File: src/hw/rtl/sle_pkg.sv
// ----------------------------------------------------------------------------
// sle_pkg
// Shared types, codes and field conversions for the sorted list engine.
// ----------------------------------------------------------------------------
package sle_pkg;

    localparam int CAPACITY    = 16;
    localparam int VALUE_WIDTH = 32;
    localparam int COUNT_W     = $clog2(CAPACITY + 1);
    localparam int FIELD_W     = 32;
    localparam int CNT_FIELD_W = 5;

    typedef logic signed [VALUE_WIDTH-1:0] t_val;
    typedef logic [COUNT_W-1:0]            t_count;

    typedef enum logic [2:0] {
        CMD_INSERT = 3'd0,
        CMD_REMOVE = 3'd1,
        CMD_POP    = 3'd2,
        CMD_CLEAR  = 3'd3,
        CMD_PEEK   = 3'd4
    } t_cmd;

    typedef enum logic [1:0] {
        ST_OK       = 2'd0,
        ST_FULL     = 2'd1,
        ST_EMPTY    = 2'd2,
        ST_NOTFOUND = 2'd3
    } t_status;

    typedef enum logic [1:0] {
        S_IDLE   = 2'd0,
        S_EXEC   = 2'd1,
        S_REPORT = 2'd2
    } t_state;

    // operation broadcast to every cell in the same cycle
    typedef enum logic [2:0] {
        CELL_HOLD   = 3'd0,
        CELL_INSERT = 3'd1,
        CELL_REMOVE = 3'd2,
        CELL_DROP   = 3'd3,
        CELL_CLEAR  = 3'd4
    } t_cell_op;

    typedef struct packed {
        t_cell_op op;
        t_val     value;
        logic     hit;
    } t_cell_ctl;

    // low VALUE_WIDTH bits of a 32-bit field
    function automatic t_val from_field(input logic [FIELD_W-1:0] f);
        t_val v;
        v = '0;
        for (int b = 0; b < VALUE_WIDTH; b++) begin
            if (b < FIELD_W) begin
                v[b] = f[b];
            end
        end
        return v;
    endfunction

    // raw value pattern, zero filled or cut to the 32-bit field
    function automatic logic [FIELD_W-1:0] to_field(input t_val v);
        logic [FIELD_W-1:0] f;
        f = '0;
        for (int b = 0; b < FIELD_W; b++) begin
            if (b < VALUE_WIDTH) begin
                f[b] = v[b];
            end
        end
        return f;
    endfunction

    function automatic logic [CNT_FIELD_W-1:0] to_cnt_field(input t_count c);
        logic [CNT_FIELD_W-1:0] f;
        f = '0;
        for (int b = 0; b < CNT_FIELD_W; b++) begin
            if (b < COUNT_W) begin
                f[b] = c[b];
            end
        end
        return f;
    endfunction

endpackage

File: src/hw/rtl/sle_cell.sv
// ----------------------------------------------------------------------------
// sle_cell
// One slot of the sorted row: holds a value and a valid bit, compares with
// the broadcast value and takes its neighbour's word when the row shifts.
// ----------------------------------------------------------------------------
module sle_cell (
    input  logic              i_clk,
    input  logic              i_rst_n,
    input  sle_pkg::t_cell_ctl i_ctl,
    input  sle_pkg::t_val     i_prev_val,
    input  logic              i_prev_valid,
    input  logic              i_prev_lt,
    input  sle_pkg::t_val     i_next_val,
    input  logic              i_next_valid,
    output sle_pkg::t_val     o_val,
    output logic              o_valid,
    output logic              o_lt,
    output logic              o_eq
);
    import sle_pkg::*;

    t_val r_val;
    logic r_valid;
    t_val n_val;
    logic n_valid;
    logic lt;
    logic ge;

    assign lt = r_valid && (r_val < i_ctl.value);
    assign ge = r_valid && !lt;

    always_comb begin
        n_val   = r_val;
        n_valid = r_valid;
        unique case (i_ctl.op)
            CELL_INSERT: begin
                if (!lt) begin
                    n_val   = i_prev_lt ? i_ctl.value : i_prev_val;
                    n_valid = r_valid || i_prev_valid;
                end
            end
            CELL_REMOVE: begin
                if (ge && i_ctl.hit) begin
                    n_val   = i_next_val;
                    n_valid = i_next_valid;
                end
            end
            CELL_DROP:  n_valid = r_valid && i_next_valid;
            CELL_CLEAR: n_valid = 1'b0;
            default:    ;
        endcase
    end

    always_ff @(posedge i_clk) begin
        if (!i_rst_n) begin
            r_valid <= 1'b0;
        end else begin
            r_valid <= n_valid;
        end
    end

    // payload: no reset
    always_ff @(posedge i_clk) begin
        r_val <= n_val;
    end

    assign o_val   = r_val;
    assign o_valid = r_valid;
    assign o_lt    = lt;
    assign o_eq    = r_valid && (r_val == i_ctl.value);

endmodule

File: src/hw/rtl/sorted_list_engine.sv
// Timing: a command is taken at the edge where start is high and busy low;
// it passes through the execute state, and its result is strobed from the
// report state; remove-all repeats the execute state once per match removed.
// Commands do not overlap: a new one is taken only after the take, execute
// and report states; remove-all compacts the cell row by one entry per cycle.
// Reset: synchronous, active low; the store reads empty afterwards.
// ----------------------------------------------------------------------------
// sorted_list_engine
// Ascending store of signed words in a row of compare-and-shift cells.
// ----------------------------------------------------------------------------
module sorted_list_engine (
    input  logic        i_clk,
    input  logic        i_rst_n,
    input  logic        start,
    output logic        busy,
    input  logic [2:0]  i_cmd,
    input  logic [31:0] i_value,
    output logic        o_strobe,
    output logic [1:0]  o_status,
    output logic [4:0]  o_count,
    output logic [31:0] o_smallest,
    output logic [31:0] o_largest,
    output logic [4:0]  o_removed_count,
    output logic [31:0] o_popped_value
);
    import sle_pkg::*;

    // --- command capture and control state ---
    t_state  r_state, n_state;
    t_cmd    r_cmd;
    t_val    r_value;
    t_count  r_count, n_count;
    t_count  r_removed, n_removed;
    t_status r_status, n_status;
    t_val    r_popped, n_popped;

    // --- cell row ---
    t_cell_ctl ctl;
    t_val      cell_val   [CAPACITY];
    logic      cell_valid [CAPACITY];
    logic      cell_lt    [CAPACITY];
    logic      cell_eq    [CAPACITY];
    logic      hit;
    t_val      last_val;
    logic      full;
    logic      empty;

    assign full  = (r_count == t_count'(CAPACITY));
    assign empty = (r_count == '0);

    for (genvar g = 0; g < CAPACITY; g++) begin : g_cell
        t_val prev_val;
        logic prev_valid;
        logic prev_lt;
        t_val next_val;
        logic next_valid;

        if (g == 0) begin : g_first
            // on insert the front cell takes the new word whenever it does not stay
            assign prev_val   = r_value;
            assign prev_valid = 1'b1;
            assign prev_lt    = 1'b1;
        end else begin : g_mid
            assign prev_val   = cell_val[g-1];
            assign prev_valid = cell_valid[g-1];
            assign prev_lt    = cell_lt[g-1];
        end

        if (g == CAPACITY - 1) begin : g_last
            // nothing beyond the back cell: shifting in leaves it empty
            assign next_val   = r_value;
            assign next_valid = 1'b0;
        end else begin : g_inner
            assign next_val   = cell_val[g+1];
            assign next_valid = cell_valid[g+1];
        end

        sle_cell u_cell (
            .i_clk       (i_clk),
            .i_rst_n     (i_rst_n),
            .i_ctl       (ctl),
            .i_prev_val  (prev_val),
            .i_prev_valid(prev_valid),
            .i_prev_lt   (prev_lt),
            .i_next_val  (next_val),
            .i_next_valid(next_valid),
            .o_val       (cell_val[g]),
            .o_valid     (cell_valid[g]),
            .o_lt        (cell_lt[g]),
            .o_eq        (cell_eq[g])
        );
    end

    // any cell matching, and the back entry (valid cell with no valid
    // successor); both are flat reductions over independent cells
    always_comb begin
        hit      = 1'b0;
        last_val = '0;
        for (int k = 0; k < CAPACITY; k++) begin
            hit = hit | cell_eq[k];
            if (k == CAPACITY - 1) begin
                last_val = last_val | (cell_valid[k] ? cell_val[k] : '0);
            end else begin
                last_val = last_val |
                           ((cell_valid[k] && !cell_valid[k+1]) ? cell_val[k] : '0);
            end
        end
    end

    // --- next state ---
    always_comb begin
        n_state = r_state;
        unique case (r_state)
            S_IDLE: begin
                if (start) begin
                    n_state = S_EXEC;
                end
            end
            S_EXEC: begin
                // remove-all keeps stepping while a match remains
                if (!(r_cmd == CMD_REMOVE && !empty && hit)) begin
                    n_state = S_REPORT;
                end
            end
            S_REPORT: n_state = S_IDLE;
            default:  n_state = S_IDLE;
        endcase
    end

    // --- control outputs ---
    always_comb begin
        busy      = 1'b1;
        o_strobe  = 1'b0;
        ctl.op    = CELL_HOLD;
        ctl.value = r_value;
        ctl.hit   = hit;
        unique case (r_state)
            S_IDLE: busy = 1'b0;
            S_EXEC: begin
                unique case (r_cmd)
                    CMD_INSERT: ctl.op = full ? CELL_HOLD : CELL_INSERT;
                    CMD_REMOVE: ctl.op = empty ? CELL_HOLD : CELL_REMOVE;
                    CMD_POP:    ctl.op = empty ? CELL_HOLD : CELL_DROP;
                    CMD_CLEAR:  ctl.op = CELL_CLEAR;
                    default:    ctl.op = CELL_HOLD;
                endcase
            end
            S_REPORT: o_strobe = 1'b1;
            default:  busy = 1'b1;
        endcase
    end

    // --- count, status and result words ---
    always_comb begin
        n_count   = r_count;
        n_removed = r_removed;
        n_status  = r_status;
        n_popped  = r_popped;
        unique case (r_state)
            S_IDLE: begin
                // fresh result words for the next command
                n_removed = '0;
                n_popped  = '0;
                n_status  = ST_OK;
            end
            S_EXEC: begin
                unique case (r_cmd)
                    CMD_INSERT: begin
                        if (full) begin
                            n_status = ST_FULL;
                        end else begin
                            n_count = r_count + t_count'(1);
                        end
                    end
                    CMD_REMOVE: begin
                        priority if (empty) begin
                            // a run that emptied the row still removed something
                            n_status = (r_removed == '0) ? ST_EMPTY : ST_OK;
                        end else if (hit) begin
                            n_count   = r_count - t_count'(1);
                            n_removed = r_removed + t_count'(1);
                        end else begin
                            n_status = (r_removed == '0) ? ST_NOTFOUND : ST_OK;
                        end
                    end
                    CMD_POP: begin
                        if (empty) begin
                            n_status = ST_EMPTY;
                        end else begin
                            n_count  = r_count - t_count'(1);
                            n_popped = last_val;
                        end
                    end
                    CMD_CLEAR: n_count = '0;
                    default:   n_status = empty ? ST_EMPTY : ST_OK;
                endcase
            end
            default: ;
        endcase
    end

    always_ff @(posedge i_clk) begin
        if (!i_rst_n) begin
            r_state <= S_IDLE;
            r_count <= '0;
        end else begin
            r_state <= n_state;
            r_count <= n_count;
        end
    end

    // capture the command word on acceptance; hold it through the run
    always_ff @(posedge i_clk) begin
        if (r_state == S_IDLE && start) begin
            r_cmd   <= t_cmd'(i_cmd);
            r_value <= from_field(i_value);
        end
        r_removed <= n_removed;
        r_status  <= n_status;
        r_popped  <= n_popped;
    end

    // result words; smallest and largest read straight from the row
    assign o_status        = r_status;
    assign o_count         = to_cnt_field(r_count);
    assign o_smallest      = cell_valid[0] ? to_field(cell_val[0]) : '0;
    assign o_largest       = empty ? '0 : to_field(last_val);
    assign o_removed_count = to_cnt_field(r_removed);
    assign o_popped_value  = to_field(r_popped);

endmodule

File: config.mk
export PLATFORM = sky130hd
export DESIGN_NAME = sorted_list_engine
export DESIGN_NICKNAME = d
export VERILOG_FILES = /design/src/hw/rtl/sle_pkg.sv /design/src/hw/rtl/sle_cell.sv /design/src/hw/rtl/sorted_list_engine.sv
export SDC_FILE = /design/constraint.sdc
export NUM_CORES = 2
export LEC_CHECK = 0
export BUFFER_PORTS_ARGS = -buffer_cell sky130_fd_sc_hd__buf_2
export CAP_MARGIN = 20
export CELL_PAD_IN_SITES_DETAIL_PLACEMENT = 1
export CELL_PAD_IN_SITES_GLOBAL_PLACEMENT = 2
export CORE_ASPECT_RATIO = 0.8
export CORE_MARGIN = 4
export CORE_UTILIZATION = 45
export DETAILED_ROUTE_END_ITERATION = 8
export GPL_TIMING_DRIVEN = 0
export PLACE_DENSITY_LB_ADDON = 0.1
export REMOVE_ABC_BUFFERS = 1
export SLEW_MARGIN = 20
export SYNTH_ARGS = -nofsm -noshare
export SYNTH_HDL_FRONTEND = slang
export SYNTH_SLANG_ARGS = --single-unit
File: constraint.sdc
create_clock -name i_clk -period 18.3 [get_ports i_clk]
set_clock_uncertainty 0.2 [all_clocks]
set_input_delay 1.83 -clock i_clk [delete_from_list [all_inputs] [get_ports i_clk]]
set_output_delay 1.83 -clock i_clk [all_outputs]
set_load 0.005 [all_outputs]
== Yosys cells after proc, flatten, opt, wreduce, memory -nomap -nowiden ==
Index checks and enable logic that the tools add are counted.

* Flip-flop bits (word level): 609
* Latch bits: 0
* RAM bits: 0
* ROM bits: 0
* Input bits: 38
* Output and inout port bits: 110
* Word-level logic and storage cells: 511
* Memories: 0

* Add/sub/neg operators: 3
* $mul: 0
* Divide/modulo/power cells: 0
* $lt $le $gt $ge: 16
* Eq/ne operators: 72
* Shift operators: 0
* Mux-type cells: 160
* Bitwise logic cells: 30
* Reduce and logical (&&, ||, !) cells: 191

{| class="wikitable"
|+ Operators with widths
! kind !! number
|-
| 32-bit two-way mux || 67
|-
| 32-bit case mux with 2 select lines || 17
|-
| 32-bit equality test || 16
|-
| 32-bit less-than comparator || 16
|-
| 32-bit OR || 15
|-
| 3-bit AND reduction || 33
|-
| 1-bit logical AND || 97
|-
| 1-bit case mux with 4 select lines || 15
|-
| 2-bit != test (second input constant) || 27
|-
| 1-bit two-way mux || 35
|-
| 5-bit two-way mux || 7
|-
| 1-bit zero test || 32
|-
| 2-bit by 1-bit != test with 1-bit output (second input constant) || 16
|-
| 2-bit two-way mux || 11
|-
| 5-bit case mux with 4 select lines || 1
|-
| 1-bit logical OR || 15
|-
| 1-bit OR || 15
|-
| 3-bit by 2-bit equality test with 1-bit output (second input constant) || 4
|-
| 3-bit case mux with 4 select lines || 1
|-
| 5-bit by 1-bit adder with 5-bit output (second input constant) || 2
|-
| 5-bit zero test || 2
|-
| 5-bit case mux with 2 select lines || 1
|-
| 2-bit case mux with 2 select lines || 2
|-
| 2-bit case mux with 4 select lines || 1
|-
| 20 further kinds || 24
|}

== Depth between registers and ports, before layout ==
* Depth in word-level cells: 21
* Gate-level depth with buffers: 13

== Modules after synthesis ==
Synthesis repeated with hierarchy kept, for this count alone.

* Cells, all modules: 5213
* Area, all modules: 47657.0 sq um

{| class="wikitable"
|+ Modules (own cells, without submodules)
! module !! times used !! cells each !! area an instance (sq um)
|-
| sle_cell || 16 || 283 || 2586.2
|-
| sorted_list_engine || 1 || 685 || 6277.3
|}

== Worst setup path before layout ==
Ideal clock, no wire load.

* Kind: reg-to-reg
* Start point: reg r_value[1], in the netlist g_cell[0].prev_val[1]
* End point: reg g_cell[12].u_cell.r_val[0] (enable)
* Setup time: 0.470 ns
* Arrival time: 5.166 ns
* Data required time: 17.630 ns
* Slack: 12.463 ns
* Stages on the path, launching flop included: 13
* Path through: edfxtp_1 inv_1 ha_1 nor2b_1 o21a_1 o21a_1 o21a_1 o32ai_1 mux2i_1 nand2b_1 buf_2 buf_2 a21boi_0

* Cells in the longest elaborated chain, start to end: 20

{| class="wikitable"
|+ Ends and longest elaborated chain
! item !! RTL line !! RTL
|-
| from (decl) || sorted_list_engine.sv:31 || <nowiki>t_val r_value;</nowiki>
|-
| from (signal assigned) || sorted_list_engine.sv:216 || <nowiki>r_value <= from_field(i_value);</nowiki>
|-
| 32-bit equality test || sle_cell.sv:70 || <nowiki>assign o_eq = r_valid && (r_val == i_ctl.value);</nowiki>
|-
| 1-bit logical AND || sle_cell.sv:70 ||
|-
| 1-bit OR (15 in a row) || sorted_list_engine.sv:100 || <nowiki>hit = hit | cell_eq[k];</nowiki>
|-
| 1-bit logical AND || sle_cell.sv:43 || <nowiki>if (ge && i_ctl.hit) begin</nowiki>
|-
| 2-bit by 1-bit != test with 1-bit output (no source line) || - ||
|-
| 3-bit AND reduction (no source line) * || - ||
|-
| to (signal assigned) || sle_cell.sv:64 || <nowiki>r_val <= n_val;</nowiki>
|-
| to (decl) || sle_cell.sv:22 || <nowiki>t_val r_val;</nowiki>
|}

Every way passes the cells marked *; elsewhere a longest branch is shown, timed or not.
A chain may end at the register's enable or synchronous reset.

== Final worst setup path ==
* Start point: reg r_value[14], in the netlist g_cell[0].prev_val[14]
* End point: reg g_cell[2].u_cell.r_val[23] (enable)

* Cells in the longest elaborated chain, start to end: 20

{| class="wikitable"
|+ Ends and longest elaborated chain
! item !! RTL line
|-
| 32-bit equality test || sle_cell.sv:70
|-
| 1-bit logical AND || sle_cell.sv:70
|-
| 1-bit OR (15 in a row) || sorted_list_engine.sv:100
|-
| 1-bit logical AND || sle_cell.sv:43
|-
| 2-bit by 1-bit != test with 1-bit output (no source line) || -
|-
| 3-bit AND reduction (no source line) * || -
|-
| to (signal assigned) || sle_cell.sv:64
|-
| to (decl) || sle_cell.sv:22
|}

Marks and branches as above.

==> out/summary.txt <==
Outcome: finished, final reports clean
H-tree depth: 3
DR DRC count: 0
Initial Util: 45.7%
Commonest non-fill, non-tap cell in the layout: edfxtp_1
Post-synth EDFFs: 586
WHS: 0.315 ns
Setup Viol. Count Final: 0
Fmax: 139 MHz
Most frequent cells in the layout: 586 x edfxtp_1, 542 x nand2_1, 517 x ha_1
Final nets: 5063
Worst path bufs/invs: 4
Post-Route WL: 218 mm
Hold path depth: 2
Fillers: 10.5k
Power Density: 68.6 mW/mm2
Reg2Reg Depth: 12
Die Ht: 289 um
Die footprint: 0.104 mm2
Seq/Total Area, Yosys: 40.6%
Leakage: 0.0209 uW
Crit-path max FO: 22
IO buf count: 147
Num rows: 102
Tot GR Track Use: 40.5%
GPL Wtd Cong: 0.919
Wirelength per Cell: 37.1 um
Worst Setup End Kind: flop
Worst-Margin Slew: 1.26 ns
Synth async-reset ratio: 0%
Max-cap violations: 0
CTS Buffer Depth: 3
CP max stage delay: 0.80 ns
IO Pins: 148
Yosys cell types: 77
Synthesized area per cell: 9.97 um2
Sink Count: 609
Synth-to-Final Area Change: 15.5%
Worst Hold Class: reg -> reg
Setup TNS: 0 ns
Cell Area, Synth: 0.0445 mm2
Resized cells post-CTS: 0
Overall power: 3520 uW
Vias in the first global route: 40.2k
Detailed-route via count: 41.8k
Most used flip-flop cell after synthesis: edfxtp_1
Final design utilization: 52.7%
Worst Path Required: 18.46 ns
CTS root buf: clkbuf_16
Hold Fails Final Rpt: 0
Startpoint Class: flop
GRT Residual Overflow: 0
Crit path max-delay cell type: mux2i_1
Die width: 359 um
Share of layout cells above drive strength 1: 10.2%
Hold buffer count at CTS: 0
First-pass GRT wire length: 304 mm
CTS tree: done
Rel. slew slack: 15.1%
Routed Antenna Nets: 0
Cell family with most CP delay: simple AND/OR/NAND/NOR gates
Clock slew at reported path FFs: 0.06 ns
First-pass DRT Iterations: 8
Setup Crit Path Kind: reg -> reg
Cell Count, Final, Fillers Out: 5870
Final Critical Period: 7.17 ns
Worst vdd ir: 0.0000659 V
CP dominant cell by count: buf_16
Initial antenna violation count: 10
Post-CTS setup buffer count: 0
Routed vias/inst: 7.12
RSZ-0062 raised after global routing: no
Dpl cells: 5730
Crit path DAT: 7.34 ns
Worst path depth: 12
CORE AREA: 0.0974 mm2
Initial DRC count: 6673
Clock buffer count from CTS: 74
Final HPWL DP: 162 mm
#FFs+latches synth: 609
Number of synthesis warnings: 0
CP Cell Sequence: inv_1 -> ha_1 -> nand4_1 -> nor3_1 -> o21ai_0 -> a41oi_1 -> mux2i_1 -> nand2b_4 -> buf_16 -> a21boi_4 -> buf_16 -> buf_16
Period Utilization, post-route: 39.2%
Largest net degree at the start of global routing: 80
Clock latency on the worst-skew pair: 0.68 ns
Max Slew Vio Count: 0
Cells after Synth: 4460
## cell families after synthesis
| kind of cell | count (synthesis) | share of synthesized area, % |
|---|---|---|
| compound gates | 1342 | 19.3 |
| simple gates | 1152 | 11.8 |
| flops | 609 | 40.6 |
| fa+ha+maj | 518 | 14.6 |
| mux | 422 | 9.51 |
| buf+inv | 406 | 3.88 |
| xor+xnor | 11 | 0.217 |
## metrics by stage
stage / setup slack (ns) / cell area, um2
finish: 11.13 / 51400
global route: 11.27 / 51300
CTS: 11.47 / 51300
detailed placement: 11.51 / 49100
global placement: -26.43 / 45500
floorplan: -4.38 / 43100
## synthesized netlist by cell type (all sizes together) (14+ instances only)
library cell	count	share of area, %
inv	106	0.90
a21o	141	2.4
ha	517	15
nor4	24	0.39
buf	117	1.4
o211ai	19	0.32
dfxtp	23	1.0
o21ai	477	5.5
nor2	195	1.7
mux2i	419	9.4
clkbuf	183	1.5
nand3	96	1.1
a22oi	173	2.9
o21a	24	0.41
nand4	133	1.9
a211oi	50	0.84
and2	37	0.52
edfxtp	586	40
o22ai	32	0.45
nor3	31	0.35
a22o	43	0.85
nor2b	45	0.63
a221oi	46	0.91
a21oi	230	2.6
nand2	547	4.6
nand2b	14	0.20
a221o	34	0.77
## worst min-delay path, delay by kind of cell (launching register included)
| kind | cells | cell delay (ns) |
|---|---|---|
| simple gates | 1 | 0.07 |
| compound gates | 1 | 0.05 |
| flops | 1 | 0.35 |
## metal layers
layer,global-route usage (%),up-vias,share of wire [%]
met4,14.7,12,4.4
met5,0.0456,-,0.035
met3,13.9,608,14
met2,56.4,2989,40
li1,-,17200,-
met1,58.2,21000,42
## path summary, 6_finish.rpt
kind / slack (ns) / to / from
worst max register to register: 11.13 / g_cell[2].u_cell.o_val[23] / g_cell[0].prev_val[14]
worst min register to register: 0.31 / o_count[1] / o_count[1]
worst min-delay path: 0.31 / o_count[1] / o_count[1]
worst max-delay path: 11.13 / g_cell[2].u_cell.o_val[23] / g_cell[0].prev_val[14]
## layout make-up
type / count / area [um2] / area share, %
Multi-Input combinational cell: 3445 / 25100 / 49.0
Sequential cell: 609 / 18100 / 35.2
Timing Repair Buffer: 271 / 3830 / 7.46
Clock buffer: 94 / 1990 / 3.88
Tap cell: 1300 / 1630 / 3.17
Inverter: 106 / 398 / 0.775
Clock inverter: 38 / 280 / 0.546
Antenna cell: 7 / 17.5 / 0.0341
## registers in the layout, summed over array words and instances, names as in the netlist
signal and flops:
g_cell.u_cell.o_valid 16, o_popped_value 32, o_count 5, r_state 2
g_cell.u_cell.o_val 512, r_cmd 3, o_removed_count 5, g_cell.prev_val 32
o_status 2
## report_power, final
part           internal, uW  switching, uW  leakage, uW
logic                   157            287       0.0142
registers              1550           51.8      0.00557
clock network           823            658      0.00111
No activity file was read; power rests on OpenSTA's default activity.
